==> src/hdl/assert_macros.svh <==
// Assertion macros shared by the queue RTL.
// No dependencies; include with the bare file name.
`ifndef ASSERT_MACROS_SVH
`define ASSERT_MACROS_SVH

// Clocked check, disabled while reset is asserted (active low).
`define SPQ_ASSERT(lbl, clk, rst_n, prop) \
    lbl: assert property (@(posedge clk) disable iff (!rst_n) prop) \
        else $error("queue assertion failed");

// Same check, also evaluated during reset.
`define SPQ_ASSERT_ALWAYS(lbl, clk, prop) \
    lbl: assert property (@(posedge clk) prop) \
        else $error("queue assertion failed");

`endif

==> src/hdl/spq_pkg.sv <==
// Package for the sorted priority task queue: sizes, operation type and cell control type.
// No dependencies.
package spq_pkg;

    localparam int DEPTH    = 16;
    localparam int ID_BITS  = 4;
    localparam int CNT_BITS = $clog2(DEPTH + 1);

    typedef enum logic {
        OP_INSERT = 1'b0,
        OP_POP    = 1'b1
    } op_t;

    typedef struct packed {
        logic               ins;
        logic               pop;
        logic [ID_BITS-1:0] id;
    } cell_ctrl_t;

endpackage

==> src/hdl/sorted_priority_task_queue.sv <==
// Top level of the sorted priority task queue: fill counter, row of cells
// and registered result stage. Depends on spq_pkg, spq_cell, assert_macros.svh.
//
//  channel | dir | ports               | payload
//  s_      | in  | s_tvalid/tready     | s_tdata: op, task_id
//  m_      | out | m_tvalid/tready     | m_tdata: pop/head/occupancy/flags
//
//  One item per cycle: every cell compares and shifts in the accept cycle.
//  The result is registered and appears in the cycle after the item is accepted.
//  A new item is taken while a result waits only if m_tready is high.
//  aresetn (sync, low) clears the fill count and the result valid.
`include "assert_macros.svh"

module sorted_priority_task_queue import spq_pkg::*; (
    input  logic        aclk,
    input  logic        aresetn,
    input  logic        s_tvalid,
    output logic        s_tready,
    input  logic [7:0]  s_tdata,   // [0] op, [4:1] task_id, [7:5] zero
    output logic        m_tvalid,
    input  logic        m_tready,
    output logic [23:0] m_tdata    // [0] popped_valid, [4:1] popped_id, [5] head_valid,
                                   // [9:6] head_id, [14:10] occupancy, [15] duplicate,
                                   // [16] overflow, [23:17] zero
);

    localparam int OUT_BITS = 2 * ID_BITS + CNT_BITS + 4;

    logic                accept;
    op_t                 op;
    logic [ID_BITS-1:0]  task_id;
    logic [CNT_BITS-1:0] count_reg, count_next;
    logic                full, empty;
    logic                ins_ok, pop_ok;
    cell_ctrl_t          ctrl;

    logic [ID_BITS-1:0]  entry [DEPTH];
    logic [DEPTH-1:0]    ge;
    logic [DEPTH-1:0]    eq;
    logic [DEPTH-1:0]    occ;

    logic [ID_BITS-1:0]  head_next;
    logic                head_valid;
    logic [OUT_BITS-1:0] res_next;
    logic [OUT_BITS-1:0] res_reg;
    logic                m_valid_reg, m_valid_next;

    assign s_tready = !m_valid_reg || m_tready;
    assign accept   = s_tvalid && s_tready;
    assign op       = op_t'(s_tdata[0]);
    assign task_id  = s_tdata[ID_BITS:1];

    assign full   = (count_reg == CNT_BITS'(DEPTH));
    assign empty  = (count_reg == '0);
    assign ins_ok = accept && (op == OP_INSERT) && !full;
    assign pop_ok = accept && (op == OP_POP) && !empty;

    assign ctrl.ins = ins_ok;
    assign ctrl.pop = pop_ok;
    assign ctrl.id  = task_id;

    genvar i;
    generate
        for (i = 0; i < DEPTH; i++) begin : g_cell
            assign occ[i] = (count_reg > CNT_BITS'(i));
            spq_cell u_cell (
                .aclk        (aclk),
                .ctrl        (ctrl),
                .occ         (occ[i]),
                .left_ge     ((i == 0) ? 1'b0 : ge[(i == 0) ? 0 : i - 1]),
                .left_entry  ((i == 0) ? task_id : entry[(i == 0) ? 0 : i - 1]),
                .right_entry ((i == DEPTH - 1) ? entry[i] :
                              entry[(i == DEPTH - 1) ? i : i + 1]),
                .ge          (ge[i]),
                .eq          (eq[i]),
                .entry       (entry[i])
            );
        end
    endgenerate

    always_comb begin
        count_next = count_reg;
        if (ins_ok) begin
            count_next = count_reg + 1'b1;
        end else if (pop_ok) begin
            count_next = count_reg - 1'b1;
        end
    end

    always_comb begin
        head_next = entry[0];
        if (pop_ok) begin
            head_next = entry[1];
        end else if (ins_ok && !ge[0]) begin
            head_next = task_id;
        end
    end

    assign head_valid = (count_next != '0);

    always_comb begin
        res_next = '0;
        res_next[0]                                   = pop_ok;
        res_next[ID_BITS:1]                           = pop_ok ? entry[0] : '0;
        res_next[ID_BITS+1]                           = head_valid;
        res_next[2*ID_BITS+1:ID_BITS+2]               = head_valid ? head_next : '0;
        res_next[2*ID_BITS+CNT_BITS+1:2*ID_BITS+2]    = count_next;
        res_next[2*ID_BITS+CNT_BITS+2]                = ins_ok && (|eq);
        res_next[2*ID_BITS+CNT_BITS+3]                = accept && (op == OP_INSERT) && full;
    end

    always_comb begin
        m_valid_next = m_valid_reg;
        if (accept) begin
            m_valid_next = 1'b1;
        end else if (m_tready) begin
            m_valid_next = 1'b0;
        end
    end

    always_ff @(posedge aclk) begin
        if (!aresetn) begin
            count_reg   <= '0;
            m_valid_reg <= 1'b0;
        end else begin
            count_reg   <= count_next;
            m_valid_reg <= m_valid_next;
        end
    end

    always_ff @(posedge aclk) begin
        if (accept) begin
            res_reg <= res_next;
        end
    end

    assign m_tvalid = m_valid_reg;
    assign m_tdata  = 24'(res_reg);

    `SPQ_ASSERT(a_count_bound, aclk, aresetn, count_reg <= CNT_BITS'(DEPTH))
    `SPQ_ASSERT(a_pop_dec, aclk, aresetn,
        pop_ok |=> (count_reg == $past(count_reg) - 1'b1))
    `SPQ_ASSERT(a_ovf_hold, aclk, aresetn,
        (accept && (op == OP_INSERT) && full) |=> $stable(count_reg))
    `SPQ_ASSERT(a_flags_excl, aclk, aresetn,
        m_valid_reg |-> !(res_reg[0] && res_reg[2*ID_BITS+CNT_BITS+3]))

endmodule

==> src/hdl/spq_cell.sv <==
// One queue slot: holds an identifier, compares it against the incoming one
// and takes that one or shifts from its left or right neighbor. Depends on spq_pkg.
module spq_cell import spq_pkg::*; (
    input  logic               aclk,
    input  cell_ctrl_t         ctrl,
    input  logic               occ,
    input  logic               left_ge,
    input  logic [ID_BITS-1:0] left_entry,
    input  logic [ID_BITS-1:0] right_entry,
    output logic               ge,
    output logic               eq,
    output logic [ID_BITS-1:0] entry
);

    logic [ID_BITS-1:0] entry_reg;
    logic [ID_BITS-1:0] entry_next;

    assign ge    = occ && (entry_reg >= ctrl.id);
    assign eq    = occ && (entry_reg == ctrl.id);
    assign entry = entry_reg;

    always_comb begin
        entry_next = entry_reg;
        if (ctrl.ins) begin
            if (!ge) begin
                entry_next = left_ge ? ctrl.id : left_entry;
            end
        end else if (ctrl.pop) begin
            entry_next = right_entry;
        end
    end

    always_ff @(posedge aclk) begin
        entry_reg <= entry_next;
    end

endmodule

==> config.mk <==
export PLATFORM = sky130hd
export DESIGN_NAME = sorted_priority_task_queue
export DESIGN_NICKNAME = d
export VERILOG_FILES = /design/src/hdl/spq_pkg.sv /design/src/hdl/sorted_priority_task_queue.sv /design/src/hdl/spq_cell.sv
export VERILOG_INCLUDE_DIRS = /design/src /design/src/hdl
export SDC_FILE = /design/constraint.sdc
export NUM_CORES = 1
export LEC_CHECK = 0
export BUFFER_PORTS_ARGS = -buffer_cell sky130_fd_sc_hd__buf_2
export CAP_MARGIN = 20
export CORE_UTILIZATION = 67
export DETAILED_ROUTE_END_ITERATION = 10
export PLACE_DENSITY = 0.95
export RECOVER_POWER = 50
export SETUP_SLACK_MARGIN = 0.5
export SLEW_MARGIN = 20
export SYNTH_ARGS = -nofsm -noshare
export SYNTH_HDL_FRONTEND = slang
export SYNTH_SLANG_ARGS = --single-unit
export TNS_END_PERCENT = 5
==> constraint.sdc <==
create_clock -name aclk -period 7.3 [get_ports aclk]
set_input_delay 1.095 -clock aclk [delete_from_list [all_inputs] [get_ports aclk]]
set_output_delay 1.095 -clock aclk [all_outputs]
set_load 0.01 [all_outputs]
# Word-level counts from Yosys, hierarchy flattened
# Index checks and enable logic that the tools add are counted.
totals:
  input_bits: 12
  output_inout_bits: 26
  word_cells: 221
  reg_bits: 87
op_classes:
  muxes: 66
  magnitude_cmp: 32
  n_addsub: 2
  bitwise_logic: 2
  eq_ne: 32
  reduce_logical: 66
op_table:
  columns: ["cell", "n"]
  rows:
  - ["$mux W4", 62]
  - ["$eq A4 B4 Y1", 16]
  - ["$ge A4 B4 Y1", 16]
  - ["$gt A5 B4 Y1 const B", 8]
  - ["$logic_and A1 B1 Y1", 40]
  - ["$reduce_and A2 Y1", 16]
  - ["$ne A2 B2 Y1 const B", 15]
  - ["$gt A5 B3 Y1 const B", 4]
  - ["$reduce_or A16 Y1", 1]
  - ["$gt A5 B1 Y1 const B", 2]
  - ["$gt A5 B2 Y1 const B", 2]
  - ["$mux W5", 2]
  - ["$add A5 B1 Y5 const B", 1]
  - ["$eq A5 B5 Y1 const B", 1]
  - ["$logic_not A5 Y1", 1]
  - ["$reduce_bool A5 Y1", 1]
  - ["$sub A5 B1 Y5 const B", 1]
  - ["$logic_not A1 Y1", 4]
  - ["$reduce_bool A2 Y1", 2]
  - ["$mux W1", 2]
  - ["$not A1 Y1", 2]
  - ["$logic_or A1 B1 Y1", 1]

# Longest topological paths before layout
depth:
  ltp_word: 8
  ltp_mapped: 11
  mapped_depth_nobuf: 9

# By module
# From an unflattened synthesis, not the netlist that was laid out.
hier_totals:
  cells_unflattened: 716
  hier_area_um2: 7125.6
by_module_without_submodules:
  columns: ["mod", "seq_area_each_um2", "instances", "area_each_um2", "cells_each"]
  rows:
  - ["spq_cell", 120.1, 16, 356.6, 36]
  - ["sorted_priority_task_queue", 630.6, 1, 1420.1, 140]

# Worst setup path after synthesis
# No wires, ideal clock.
synth_path:
  path_kind: "input port to flip-flop"
  start: "input m_tready"
  end: "register res_reg[7], data pin"
  path_buffers: 0
  setup_ns: 0.272
  required_time_ns: 7.028
  cell_stages: 7
  t_arrival_ns: 2.905
  setup_slack_ns: 4.124
  path_cell_list: "nor2b_1 > clkinv_1 > and2_0 > a22o_1 > a211o_1 > nor4_4 > a211oi_1"
synth_between:
  elab_chain_len: 7
  elab_cells_between_ends: 12
  classes_between: "4 x mux; 8 x reduce/logical"
synth_rtl:
  columns: ["element", "line_no", "rtl"]
  rows:
  - ["from (decl)", "sorted_priority_task_queue.sv:21", "input logic m_tready,"]
  - ["$logic_or A1 B1 Y1 (*)", "sorted_priority_task_queue.sv:48", "assign s_tready = !m_valid_reg || m_tready;"]
  - ["net s_tready", "sorted_priority_task_queue.sv:18", "output logic s_tready,"]
  - ["$logic_and A1 B1 Y1 (*)", "sorted_priority_task_queue.sv:49", "assign accept = s_tvalid && s_tready;"]
  - ["net accept", "sorted_priority_task_queue.sv:29", "logic accept;"]
  - ["$logic_and A1 B1 Y1, on equally long branches (2 in series)", "sorted_priority_task_queue.sv:56, sorted_priority_task_queue.sv:55", null]
  - ["$mux W5 or $logic_and A1 B1 Y1 (tied branches)", "sorted_priority_task_queue.sv:85, sorted_priority_task_queue.sv:94", null]
  - ["$mux W5 or $mux W4 (tied branches)", "sorted_priority_task_queue.sv:83, sorted_priority_task_queue.sv:94", null]
  - ["$reduce_bool A5 Y1 or $mux W4 (tied branches)", "sorted_priority_task_queue.sv:99, sorted_priority_task_queue.sv:92", null]
  - ["to (signal assigned)", "sorted_priority_task_queue.sv:133", "res_reg <= res_next;"]
  - ["to (decl)", "sorted_priority_task_queue.sv:45", "logic [OUT_BITS-1:0] res_reg;"]
# Mark *: on every way through the listed nets, which the timed path passes. The rest lies on a longest branch.
# A chain may end at the register's enable or synchronous reset.

# Final worst setup path
layout_path:
  start: "input m_tready"
  end: "register res_reg[7], data pin"
layout_between:
  elab_chain_len: 7
  elab_cells_between_ends: 12
  classes_between: "4 x mux; 8 x reduce/logical"
layout_rtl:
  columns: ["element", "line_no"]
  rows:
  - ["$logic_or A1 B1 Y1 (*)", "sorted_priority_task_queue.sv:48"]
  - ["$logic_and A1 B1 Y1 (*)", "sorted_priority_task_queue.sv:49"]
  - ["$logic_and A1 B1 Y1, on equally long branches (2 in series)", "sorted_priority_task_queue.sv:56, sorted_priority_task_queue.sv:55"]
  - ["$mux W5 or $logic_and A1 B1 Y1 (tied branches)", "sorted_priority_task_queue.sv:85, sorted_priority_task_queue.sv:94"]
  - ["$mux W5 or $mux W4 (tied branches)", "sorted_priority_task_queue.sv:83, sorted_priority_task_queue.sv:94"]
  - ["$reduce_bool A5 Y1 or $mux W4 (tied branches)", "sorted_priority_task_queue.sv:99, sorted_priority_task_queue.sv:92"]
# Mark *: on every way between the ends. The rest lies on a longest branch, timed or not.

==> impl_metrics.toml <==
[global_route]
antenna_found_initial = 0
grt_max_degree = 82
overflow = 0
grt_pass1_vias = 5053
grt_pass1_wl_um = 24100
track_usage_pct = 32.0

[timing]
hold_viol_final = 0
finalCritPeriodShare_pct = 59.6
maxSlewViolCount = 62
setup_tns_ps = 0
worst_slack_ps = 2950
fmax_ghz = 0.230
fin_crit_ps = 4350
setup_violations = 0
fin_skew_ps = 11.4
rsz0062_at_grt = "no"
tightestPinTransition_ps = 2330
maxSlewHeadroom_pct = -55.6

[power_and_ir_drop]
cellLeakagePower_nw = 2.79
internal-power_mw = 1.01
clockPowerShare_pct = 24.8
swShare_pct = 32.9
seq_power_share_pct = 46.4
p_sw_uw = 496
combPwrFrac_pct = 28.9
irDropWorstVdd_v = 0.000118
p_per_area_mw_per_mm2 = 232

[place]
gp_congestion = 0.902
io_buffers = 27
place_ws_ps = 3240
place_hpwl_um = 10400

[route]
wire_per_inst_um = 19.6
wl_um = 14800
drt_iter0_drc = 490
dr.pass1.iters = 10
viasPerCell = 6.73
num_vias = 5078
drc = 3
drtAntennaViolNets = 0

[die]
ios = 38
start_util_pct = 70.1
dieArea_mm2 = 0.00965
die_h_um = 98.2
row_count = 34
core_mm2 = 0.00885
chipWidth_um = 98.2

[clock_network]
htree_levels = 3
clkSinkCount = 87
clk_latency_ps = 370
cts-root-buf = "clkbuf_8"
ctsLongestPathBuffers = 2
cts_resized = 0
clk_pin_slew_worst_paths_ps = 80
cts_tree = "yes"
hold_buffers = 0
post_cts_buffers = 0
numCtsBuffers = 9

[critical_path]
crit_slowest_cell = "clkbuf_1"
endpoint_kind = "register"
worstPathCellList = "buf_2 > nor2b_1 > clkinv_1 > nand4b_1 > clkbuf_1 > a21oi_1 > a211o_1 > nor4_4 > a211oi_1"
slowest_delay_ps = 1680
crit_required_ps = 7380
crit_family = "buffers and inverters"
start_kind = "input pin"
path_buf_inv = 3
setup.worst_path.class = "input pin to register"
cp.arrival_ps = 4420
worstPathMaxFanout = 61

[final_layout]
diodes = 0
drive_above_1_share_pct = 4.95
seqCellArea_mm2 = 0.00255
largest_register_ff_count = 64
area_delta_synth_final_pct = 4.90
multiInputGateArea_mm2 = 0.00337
fillers = 598
nets = 724

[synth]
synthMostInstantiatedCell = "edfxtp_1"
synthesis.area_mm2 = 0.00620
syn_avg_cell_area_um2 = 9.75
synth_seq_cells = 87
synth_edf_count = 81
synth_area_leaders = "edfxtp_1 39%, ha_1 14%, mux2i_1 8.7%"
yosysTopAreaCellShare_pct = 39.2
yosys_warnings = 0
yosysUniqueCellTypes = 60
synth_cells = 636
synth_ff_type = "edfxtp_1"
ys_async_sr_fraction_pct = 0
ys_seq_area_share_pct = 41.1
synthTopCellsByCount = "81 x edfxtp_1, 70 x ha_1, 62 x nor2_1"
yosys.area.top_type = "edfxtp_1"

[outcome]
outcome = "complete, but fails checks"
violations = "design-rule violations, max-capacitance violations, max-slew violations"

[job]
maxCapViolations = 1

[min_path]
min-delay-path-class = "register to register"
## path summary, 6_finish.rpt
| kind | from | depth (start not counted) | slack, ps | to |
|---|---|---|---|---|
| worst max-delay path | m_tready | 9 | 2950 | res_reg[7] |
| worst min-delay path | g_cell[14].u_cell.entry[0] | 2 | 600 | g_cell[13].u_cell.entry[0] |
| worst max register to register | count_reg[1] | 9 | 3020 | res_reg[7] |
| worst min register to register | g_cell[14].u_cell.entry[0] | 2 | 600 | g_cell[13].u_cell.entry[0] |
## power by group through the flow
stage          registers [mW]  clock network [mW]  logic, mW
6_report                0.699               0.373      0.435
5_1_grt                 0.705               0.391      0.481
4_1_cts                 0.696               0.372      0.431
3_5_place_dp            0.707                   0      0.427
3_3_place_gp            0.704                   0      0.393
2_1_floorplan           0.685                   0      0.330
## worst min-delay path, stage by stage (launching register included)
cell and delay, ps:
edfxtp_1 350, nand2_1 60, o21ai_0 80
## logic make-up (layout without fill, tap and decap cells)
family | Yosys count | count (layout) | synth area share, %
compound gates | 152 | 152 | 14.4
xor+xnor | 2 | 2 | 0.282
fa+ha+maj | 71 | 71 | 14.3
buf+inv | 70 | 75 | 4.82
flops | 87 | 87 | 41.1
mux | 57 | 57 | 9.26
other cells | 1 | 7 | 0.0605
simple gates | 196 | 196 | 15.7
## layout make-up
type / count / area share, %
Timing Repair Buffer: 29 / 1.87
Sequential cell: 87 / 39.2
Inverter: 30 / 1.73
Tap cell: 108 / 2.08
Clock buffer: 12 / 2.23
Multi-Input combinational cell: 485 / 51.8
Clock inverter: 4 / 1.08
## stage by stage
step / instances / utilization (%) / power [mW] / area, um2 / hold slack, ps
after floorplan: 642 / - / 1.01 / 6230 / 522
after global placement: 739 / 71.5 / 1.10 / 6330 / 557
after detailed placement: 739 / 71.5 / 1.13 / 6330 / 564
after CTS: 755 / 73.9 / 1.50 / 6540 / 590
after global routing: 755 / 73.5 / 1.58 / 6510 / 615
final: 755 / 73.5 / 1.51 / 6510 / 600
## cell usage in the layout (no fill, tap or decap), types with 9 or more instances in the layout
master    synthesis  layout
a21oi_1          55      55
and2_0            1       9
clkbuf_1         25      23
clkbuf_8          0      10
edfxtp_1         81      81
ha_1             70      70
inv_1            28      29
mux2i_1          54      54
nand2_1          55      55
nand2b_1         10      10
nand4_1          13      13
nor2_1           62      62
nor2b_1          12      12
o21ai_0          49      50
## layer usage
metal  vias up  track usage (%)  wire length (um)
met3        55             6.94              1330
met1      2394             39.4              5840
met4         0             16.4               499
met5         -                0                 0
met2       298             53.1              7140
li1       2331                -                 -
Power figures use the tool's default switching activity.
